**src/hdl/unix_seconds_to_calendar_core_macros.svh**
```systemverilog
// Assertion helpers for the unix_seconds_to_calendar_core design.
// Synthesis builds see empty bodies.
`ifndef UNIX_SECONDS_TO_CALENDAR_CORE_MACROS_SVH
`define UNIX_SECONDS_TO_CALENDAR_CORE_MACROS_SVH

`ifndef SYNTHESIS

// Same-cycle implication, checked outside reset
`define USC_ASSERT_IMP(lbl, clk, rst_n, ante, cons) \
    lbl: assert property (@(posedge clk) disable iff (!rst_n) (ante) |-> (cons)) \
        else $error("%m: assertion failed");

// Next-cycle implication, checked outside reset
`define USC_ASSERT_NXT(lbl, clk, rst_n, ante, cons) \
    lbl: assert property (@(posedge clk) disable iff (!rst_n) (ante) |=> (cons)) \
        else $error("%m: assertion failed");

`else

`define USC_ASSERT_IMP(lbl, clk, rst_n, ante, cons)
`define USC_ASSERT_NXT(lbl, clk, rst_n, ante, cons)

`endif

`endif

```
**src/hdl/uscal_pkg.sv**
```systemverilog
package uscal_pkg;

    // Reset value of the zone offset register
    localparam logic [3:0] ZONE_RESET = 4'd8;

    // Reciprocal constants: q = (x * RCP) >> shift, exact over each stage's input range
    // x / 15 for x < 2^30, shift 34
    localparam logic [30:0] RCP_DIV15_W30 = 31'd1145324613;
    // x / 15 for x < 2^25, shift 29
    localparam logic [25:0] RCP_DIV15_W25 = 26'd35791395;
    // x / 3 for x < 2^18, shift 20
    localparam logic [18:0] RCP_DIV3_W18  = 19'd349526;
    // x / 1461 for x < 2^16, shift 27
    localparam logic [16:0] RCP_DIV1461   = 17'd91868;
    // x / 365 for x < 2^16, shift 25
    localparam logic [16:0] RCP_DIV365    = 17'd91930;

    localparam logic [11:0] EPOCH_YEAR = 12'd1970;
    // First year of a cycle's final (leap) year, taken as 1970 + 2
    localparam logic [11:0] LEAP_CYCLE_YEAR = 12'd1972;
    localparam logic [8:0]  LEAP_DAY_DOY = 9'd60;

    // Day of year before the first of each month, common year
    localparam logic [8:0] MONTH_START [0:11] = '{
        9'd0, 9'd31, 9'd59, 9'd90, 9'd120, 9'd151,
        9'd181, 9'd212, 9'd243, 9'd273, 9'd304, 9'd334
    };

    // Second and minute of the hour, total hours, plus whole days since the epoch
    typedef struct packed {
        logic [5:0]  second;
        logic [5:0]  minute;
        logic [20:0] hours;
        logic [15:0] days;
    } t_tod;

    // Finished calendar result
    typedef struct packed {
        logic [11:0] year;
        logic [3:0]  month;
        logic [4:0]  day;
        logic [4:0]  hour;
        logic [5:0]  minute;
        logic [5:0]  second;
    } t_cal;

    typedef struct packed {
        logic [3:0] month;
        logic [4:0] day;
    } t_md;

    // Month and day of month from day of year (1..365, common-year layout)
    function automatic t_md month_from_doy(input logic [8:0] doy);
        t_md res;
        res.month = 4'd1;
        res.day   = doy[4:0];
        for (int i = 0; i < 12; i++) begin
            if (MONTH_START[i] < doy) begin
                res.month = 4'(i + 1);
                res.day   = 5'(doy - MONTH_START[i]);
            end
        end
        return res;
    endfunction

endpackage

```
**src/hdl/uscal_tsplit.sv**
```systemverilog
// Four-stage pipe: zone add, then sec / min / hour / day split by reciprocal multiply
module uscal_tsplit (
    input  logic              i_clk,
    input  logic              i_rst_n,
    input  logic [3:0]        i_zone,
    input  logic              i_valid,
    output logic              o_ready,
    input  logic [31:0]       i_secs,
    output logic              o_valid,
    input  logic              i_ready,
    output uscal_pkg::t_tod   o_tod
);

    logic        r1_v, r2_v, r3_v, r4_v;
    logic        w_adv1, w_adv2, w_adv3, w_adv4;

    logic [31:0] r1_s;
    logic [31:0] r2_s;
    logic [26:0] r2_q;
    logic [5:0]  r3_sec;
    logic [26:0] r3_mins;
    logic [20:0] r3_hours;
    logic [5:0]  r4_sec;
    logic [5:0]  r4_min;
    logic [20:0] r4_hours;
    logic [15:0] r4_days;

    logic [31:0] n1_s;
    logic [60:0] w_p1;
    logic [31:0] w_sec_t;
    logic [50:0] w_p2;
    logic [26:0] w_min_t;
    logic [36:0] w_p3;

    // Each stage moves when empty or when the next one moves
    assign w_adv4  = !r4_v || i_ready;
    assign w_adv3  = !r3_v || w_adv4;
    assign w_adv2  = !r2_v || w_adv3;
    assign w_adv1  = !r1_v || w_adv2;
    assign o_ready = w_adv1;

    // Stage 1: apply zone offset, wraps at 2^32
    assign n1_s = i_secs + 32'(i_zone) * 32'd3600;

    // Stage 2: total minutes = s / 60 = (s >> 2) / 15
    assign w_p1 = 61'(r1_s[31:2]) * 61'(uscal_pkg::RCP_DIV15_W30);

    // Stage 3: seconds remainder, total hours = minutes / 60
    assign w_sec_t = r2_s - 32'(r2_q) * 32'd60;
    assign w_p2    = 51'(r2_q[26:2]) * 51'(uscal_pkg::RCP_DIV15_W25);

    // Stage 4: minutes remainder, whole days = hours / 24 = (hours >> 3) / 3
    assign w_min_t = r3_mins - 27'(r3_hours) * 27'd60;
    assign w_p3    = 37'(r3_hours[20:3]) * 37'(uscal_pkg::RCP_DIV3_W18);

    // Stage valid flags
    always_ff @(posedge i_clk) begin
        if (!i_rst_n) begin
            r1_v <= 1'b0;
            r2_v <= 1'b0;
            r3_v <= 1'b0;
            r4_v <= 1'b0;
        end else begin
            if (w_adv1) r1_v <= i_valid;
            if (w_adv2) r2_v <= r1_v;
            if (w_adv3) r3_v <= r2_v;
            if (w_adv4) r4_v <= r3_v;
        end
    end

    // Stage payload
    always_ff @(posedge i_clk) begin
        if (w_adv1) begin
            r1_s <= n1_s;
        end
        if (w_adv2) begin
            r2_s <= r1_s;
            r2_q <= w_p1[60:34];
        end
        if (w_adv3) begin
            r3_sec   <= w_sec_t[5:0];
            r3_mins  <= r2_q;
            r3_hours <= w_p2[49:29];
        end
        if (w_adv4) begin
            r4_sec   <= r3_sec;
            r4_min   <= w_min_t[5:0];
            r4_hours <= r3_hours;
            r4_days  <= w_p3[35:20];
        end
    end

    assign o_valid      = r4_v;
    assign o_tod.second = r4_sec;
    assign o_tod.minute = r4_min;
    assign o_tod.hours  = r4_hours;
    assign o_tod.days   = r4_days;

endmodule

```
**src/hdl/uscal_date.sv**
```systemverilog
`include "unix_seconds_to_calendar_core_macros.svh"

// Three-stage pipe: hour remainder and leap cycle, year, then month/day into the result register
module uscal_date (
    input  logic              i_clk,
    input  logic              i_rst_n,
    input  logic              i_valid,
    output logic              o_ready,
    input  uscal_pkg::t_tod   i_tod,
    output logic              o_valid,
    input  logic              i_ready,
    output uscal_pkg::t_cal   o_cal
);

    logic        r5_v, r6_v, r_o_v;
    logic        w_adv5, w_adv6, w_adv7;

    logic [5:0]  r5_sec, r5_min;
    logic [4:0]  r5_hr;
    logic [15:0] r5_days;
    logic [5:0]  r5_cyc;

    logic [5:0]  r6_sec, r6_min;
    logic [4:0]  r6_hr;
    logic [5:0]  r6_cyc;
    logic        r6_special;
    logic [15:0] r6_d2;
    logic [7:0]  r6_y;

    uscal_pkg::t_cal r_cal;
    uscal_pkg::t_cal n_cal;

    logic [20:0] w_hr_t;
    logic [16:0] w_t5;
    logic [33:0] w_p4;
    logic [16:0] w_t6;
    logic [16:0] w_rem;
    logic [15:0] w_d2;
    logic [32:0] w_p5;
    logic [15:0] w_doy_t;
    logic [8:0]  w_doy;
    logic [8:0]  w_doy_adj;
    logic        w_leap;
    uscal_pkg::t_md w_md;

    assign w_adv7  = !r_o_v || i_ready;
    assign w_adv6  = !r6_v || w_adv7;
    assign w_adv5  = !r5_v || w_adv6;
    assign o_ready = w_adv5;

    // Stage 5: hour of day, four-year cycle index = (days + 365) / 1461
    assign w_hr_t = i_tod.hours - 21'(i_tod.days) * 21'd24;
    assign w_t5   = 17'(i_tod.days) + 17'd365;
    assign w_p4   = 34'(w_t5) * 34'(uscal_pkg::RCP_DIV1461);

    // Stage 6: last day of a cycle when (days + 365) mod 1461 is 1460; years = (days - cyc) / 365
    assign w_t6  = 17'(r5_days) + 17'd365;
    assign w_rem = w_t6 - 17'(r5_cyc) * 17'd1461;
    assign w_d2  = r5_days - 16'(r5_cyc);
    assign w_p5  = 33'(w_d2) * 33'(uscal_pkg::RCP_DIV365);

    // Stage 7: day of year, leap day handling and month lookup
    assign w_doy_t   = r6_d2 - 16'(r6_y) * 16'd365 + 16'd1;
    assign w_doy     = w_doy_t[8:0];
    // 1970 + y divisible by four
    assign w_leap    = (r6_y[1:0] == 2'd2);
    assign w_doy_adj = (w_leap && (w_doy > uscal_pkg::LEAP_DAY_DOY)) ? (w_doy - 9'd1) : w_doy;
    assign w_md      = uscal_pkg::month_from_doy(w_doy_adj);

    always_comb begin
        n_cal.second = r6_sec;
        n_cal.minute = r6_min;
        n_cal.hour   = r6_hr;
        if (r6_special) begin
            // 31 December of the cycle's leap year
            n_cal.year  = uscal_pkg::LEAP_CYCLE_YEAR + 12'({r6_cyc, 2'b00});
            n_cal.month = 4'd12;
            n_cal.day   = 5'd31;
        end else begin
            n_cal.year = uscal_pkg::EPOCH_YEAR + 12'(r6_y);
            if (w_leap && (w_doy == uscal_pkg::LEAP_DAY_DOY)) begin
                n_cal.month = 4'd2;
                n_cal.day   = 5'd29;
            end else begin
                n_cal.month = w_md.month;
                n_cal.day   = w_md.day;
            end
        end
    end

    // Stage valid flags
    always_ff @(posedge i_clk) begin
        if (!i_rst_n) begin
            r5_v  <= 1'b0;
            r6_v  <= 1'b0;
            r_o_v <= 1'b0;
        end else begin
            if (w_adv5) r5_v  <= i_valid;
            if (w_adv6) r6_v  <= r5_v;
            if (w_adv7) r_o_v <= r6_v;
        end
    end

    // Stage payload
    always_ff @(posedge i_clk) begin
        if (w_adv5) begin
            r5_sec  <= i_tod.second;
            r5_min  <= i_tod.minute;
            r5_hr   <= w_hr_t[4:0];
            r5_days <= i_tod.days;
            r5_cyc  <= w_p4[32:27];
        end
        if (w_adv6) begin
            r6_sec     <= r5_sec;
            r6_min     <= r5_min;
            r6_hr      <= r5_hr;
            r6_cyc     <= r5_cyc;
            r6_special <= (w_rem == 17'd1460);
            r6_d2      <= w_d2;
            r6_y       <= w_p5[32:25];
        end
        if (w_adv7) begin
            r_cal <= n_cal;
        end
    end

    assign o_valid = r_o_v;
    assign o_cal   = r_cal;

    // Checks
    `USC_ASSERT_NXT(a_stall_hold, i_clk, i_rst_n, r_o_v && !i_ready, r_o_v && $stable(r_cal))
    `USC_ASSERT_IMP(a_time_range, i_clk, i_rst_n, r_o_v, (r_cal.second < 6'd60) && (r_cal.minute < 6'd60) && (r_cal.hour < 5'd24))
    `USC_ASSERT_IMP(a_date_range, i_clk, i_rst_n, r_o_v, (r_cal.month >= 4'd1) && (r_cal.month <= 4'd12) && (r_cal.day >= 5'd1))
    `USC_ASSERT_IMP(a_leap_day, i_clk, i_rst_n, r_o_v && (r_cal.month == 4'd2) && (r_cal.day == 5'd29), r_cal.year[1:0] == 2'b00)

endmodule

```
**src/hdl/unix_seconds_to_calendar_core.sv**
```systemverilog
// Converts a 32-bit Unix second count to local calendar time (second, minute,
// hour, day, month, year), after adding the zone offset register in whole hours
// (reset 8, wraps modulo 2^32). Every year divisible by four counts as a leap
// year, 2100 included. The block takes one transfer per clock unless output
// back-pressure holds it, and keeps each in a seven-stage pipeline; the depth
// is set by the chain of reciprocal multipliers that replace the divisions by
// 60, 60, 24, 1461 and 365, each followed by a register. Back-pressure stalls
// only the stages that are full. The offset register should be written only
// while nothing is in flight.
module unix_seconds_to_calendar_core (
    input  logic        i_clk,
    input  logic        i_rst_n,
    // Zone offset register
    input  logic        i_cfg_wen,
    input  logic [3:0]  i_cfg_wdata,
    // Input stream
    input  logic        i_s_tvalid,
    output logic        o_s_tready,
    input  logic [31:0] i_s_tdata,   // [31:0] unix_seconds
    // Output stream
    output logic        o_m_tvalid,
    input  logic        i_m_tready,
    output logic [39:0] o_m_tdata    // [5:0] second, [11:6] minute, [16:12] hour,
                                     // [21:17] day, [25:22] month, [37:26] year, rest 0
);

    logic [3:0]        r_zone;
    logic              w_mid_v;
    logic              w_mid_rdy;
    uscal_pkg::t_tod   w_tod;
    uscal_pkg::t_cal   w_cal;

    // Zone offset register
    always_ff @(posedge i_clk) begin
        if (!i_rst_n) begin
            r_zone <= uscal_pkg::ZONE_RESET;
        end else if (i_cfg_wen) begin
            r_zone <= i_cfg_wdata;
        end
    end

    uscal_tsplit u_tsplit (
        .i_clk   (i_clk),
        .i_rst_n (i_rst_n),
        .i_zone  (r_zone),
        .i_valid (i_s_tvalid),
        .o_ready (o_s_tready),
        .i_secs  (i_s_tdata),
        .o_valid (w_mid_v),
        .i_ready (w_mid_rdy),
        .o_tod   (w_tod)
    );

    uscal_date u_date (
        .i_clk   (i_clk),
        .i_rst_n (i_rst_n),
        .i_valid (w_mid_v),
        .o_ready (w_mid_rdy),
        .i_tod   (w_tod),
        .o_valid (o_m_tvalid),
        .i_ready (i_m_tready),
        .o_cal   (w_cal)
    );

    // Pack result fields, lowest first
    assign o_m_tdata = {2'b00, w_cal.year, w_cal.month, w_cal.day,
                        w_cal.hour, w_cal.minute, w_cal.second};

endmodule
```
**config.mk**
```make
export PLATFORM = sky130hd
export DESIGN_NAME = unix_seconds_to_calendar_core
export DESIGN_NICKNAME = d
export VERILOG_FILES = /design/src/hdl/uscal_pkg.sv /design/src/hdl/uscal_tsplit.sv /design/src/hdl/uscal_date.sv /design/src/hdl/unix_seconds_to_calendar_core.sv
export VERILOG_INCLUDE_DIRS = /design/src /design/src/hdl
export SDC_FILE = /design/constraint.sdc
export NUM_CORES = 2
export LEC_CHECK = 0
export BUFFER_PORTS_ARGS = -buffer_cell sky130_fd_sc_hd__clkbuf_2
export CORE_ASPECT_RATIO = 0.5
export CORE_MARGIN = 2
export CORE_UTILIZATION = 60
export DETAILED_ROUTE_END_ITERATION = 6
export GPL_TIMING_DRIVEN = 0
export PLACE_DENSITY = 0.74
export SYNTH_ARGS = -nofsm -noshare
export SYNTH_HDL_FRONTEND = slang
export SYNTH_SLANG_ARGS = --single-unit
```
**constraint.sdc**
```tcl
create_clock -name i_clk -period 16.1 [get_ports i_clk]
set_clock_uncertainty 0.1 [all_clocks]
set_input_delay 2.415 -clock i_clk [delete_from_list [all_inputs] [get_ports i_clk]]
set_output_delay 2.415 -clock i_clk [all_outputs]
set_load 0.005 [all_outputs]
```
==> results.cfg <==
[floorplan]
die_width_um = 382
ios = 83
core-area_sq_um = 70900
fp-row-count = 69
dieArea_sq_um = 73700
die_h_um = 193
initial_core_util = 0.605

[synthesis]
synth_top_family_by_area = adder cells
ys.warnings.count = 0
async_flop_share = 0
synthTopCellsByCount = 1029 x ha_1, 999 x inv_1, 567 x fa_1
synth_seq_cells = 260
synth-compound-area-share = 0.0721
yosysUniqueCellTypes = 89
synthMuxAreaShare = 0.00263
synth_top_area_frac = 0.300
synth_top_cell_by_area = ha_1
synthesis.area_sq_um = 42900
synthTopCellsByArea = ha_1 30%, fa_1 26%, edfxtp_1 17%
synth-simple-area-share = 0.0491
synth_edf_count = 249
postSynthAreaPerCell_sq_um = 10.8
synthAdderAreaFrac = 0.565
syn_inst = 3958
synth_xor_area_frac = 0.0408
yosysMostFrequentCell = ha_1
ys_seq_area_frac = 0.180
synth_flop_cell = edfxtp_1

[global_routing]
grt_max_degree = 40
grt_pass1_vias = 29400
grt_remaining_overflow = 0
grt_antenna_before_repair = 0
grt_pass1_wl_mm = 145
grt_use_total = 0.244

[clock_network]
cts_tree = built
clk_pin_slew_ns = 0.07
cts_buffers = 26
clock_sinks = 260
cts-resized-gates = 0
clock_latency_ns = 0.56
clockBufferDepth = 3
htree_num_levels = 1
postCtsSetupBuffers = 0
root_buffer = clkbuf_16
cts_hold_buffers = 0

[flow_run]
cap_viol_max_count = 0

[worst_hold_path]
min_path_cells = 0
hold_path.class = reg -> reg
min_to = u_date.r6_hr[4]
min-delay-start = u_date.r5_hr[4]

[drt]
num_vias = 27400
drtPass1Iterations = 5
detail_route.wl_per_cell_um = 17.0
routed_wl_mm = 86.1
vias_per_cell = 5.42
drt-initial-drc-count = 1402
drc = 0
ant_nets = 0

[setup_path]
required_ns = 16.30
start_kind = flip-flop
cp_num_buf_inv = 3
r2r_cells = 27
endpoint_kind = flip-flop
slowest_delay_ns = 1.02
path_delay_family = adder cells
critical_path_class = reg -> reg
cpMaxStageDelayCell = xor2_1
arrival_ns = 9.35
reg2reg_from = u_date.r5_cyc[0]
regToRegSetupSlack_ns = 6.95
rr_endpoint = u_date.r6_y[7]
cp_max_fo = 10
crit_top_cell = fa_1

[final_layout]
final_nets = 5709
multi_input_area_sq_um = 31400
final_cell_area_sq_um = 45400
regArea_sq_um = 7700
area_growth_syn_to_layout_pct = 6.01
fillers = 5569
antenna_cells = 0
drive_gt1_frac = 0.0430

[sta]
tns_ns = 0
period_minus_slack_ns = 9.15
fmax_mhz = 109
drv_slew = 0
rsz0062_at_grt = no
worst_pin_slew_ns = 1.28
setup_viol = 0
hold_viol = 0
slew_headroom = 0.143
period_share = 0.568

[placement]
io_buffers = 79
place_congestion = 0.961
place_hpwl_mm = 74.3
place_area_sq_um = 44500

[run_status]
status = complete, no violations
==> placed cells by master (no fill, tap or decap), drive strengths merged, types with 20 or more instances in the layout <==
| cell type | netlist | layout |
|---|---|---|
| a21o | 61 | 61 |
| a21oi | 125 | 125 |
| clkbuf | 15 | 124 |
| edfxtp | 249 | 249 |
| fa | 567 | 567 |
| ha | 1029 | 1029 |
| inv | 999 | 1001 |
| nand2 | 89 | 89 |
| nand2b | 20 | 20 |
| nand3 | 41 | 41 |
| nand4 | 25 | 25 |
| nor2 | 89 | 89 |
| nor2b | 29 | 29 |
| nor3 | 38 | 38 |
| o21a | 27 | 27 |
| o21ai | 80 | 80 |
| xnor2 | 145 | 145 |
| xor2 | 49 | 49 |
==> sequential cells by signal, indices dropped and copies added (netlist names), 8 cells and up <==
signal / count
u_tsplit.r3_hours: 21
u_date.r5_days: 16
u_tsplit.r2_q: 27
u_tsplit.r4_days: 16
u_date.o_cal: 38
u_tsplit.r1_s: 32
u_date.r6_y: 8
u_date.r6_d2: 9
==> metrics by stage <==
step                      setup WS (ns)  hold WS, ns  cells  utilization
after global routing               6.36        0.323   5049        0.641
after CTS                          6.70        0.320   5047        0.640
final                              6.95        0.315   5049        0.641
after global placement             6.58        0.301   4996        0.627
after detailed placement           6.76        0.305   5000        0.629
after floorplan                    7.67        0.300   3959            -
==> cell type report <==
| type | instances | share of cell area |
|---|---|---|
| plain buffers | 24 | 0.00245 |
| clock buffers | 30 | 0.0147 |
| inverters | 1000 | 0.0826 |
| multi-input cells | 2675 | 0.690 |
| well taps | 958 | 0.0264 |
| repair buffers | 85 | 0.0108 |
| flip-flops and latches | 260 | 0.169 |
| clock inverters | 17 | 0.00344 |
==> metal layers <==
| layer | wire, um | track usage | share of wire | vias to the layer above |
|---|---|---|---|---|
| met3 | 2610 | 0.0188 | 0.030 | 92 |
| li1 | - | - | - | 13300 |
| met1 | 38900 | 0.327 | 0.45 | 13600 |
| met2 | 43100 | 0.441 | 0.50 | 399 |
| met4 | 1520 | 0.0482 | 0.018 | 0 |
| met5 | 0 | 0 | 0 | - |
==> logic make-up after synthesis <==
family                   count (synthesis)
adder cells (fa/ha/maj)               1597
XOR/XNOR                               196
AND/OR/NAND/NOR                        413
buffers and inverters                 1024
multiplexers                            11
flip-flops                             260
AO/OA/AOI/OAI                          456
other                                    1
==> how the worst max path moves through the flow <==
stage,end,from,slack [ns],depth (start not counted)
3_5_place_dp,u_date.r6_y[7],u_date.r5_cyc[1],6.76,30
3_3_place_gp,u_date.r6_y[7],u_date.r5_cyc[1],6.58,30
2_1_floorplan,u_date.r6_y[7],u_date.r5_cyc[1],7.67,30
4_1_cts,u_date.r6_y[7],u_date.r5_cyc[1],6.70,30
5_1_grt,u_date.r6_y[7],u_date.r5_cyc[0],6.36,30
6_report,u_date.r6_y[7],u_date.r5_cyc[0],6.95,27
Power is left out: the tool's default activity adds up to more than one toggle a clock period on the data nets, which glitch-free logic cannot reach.
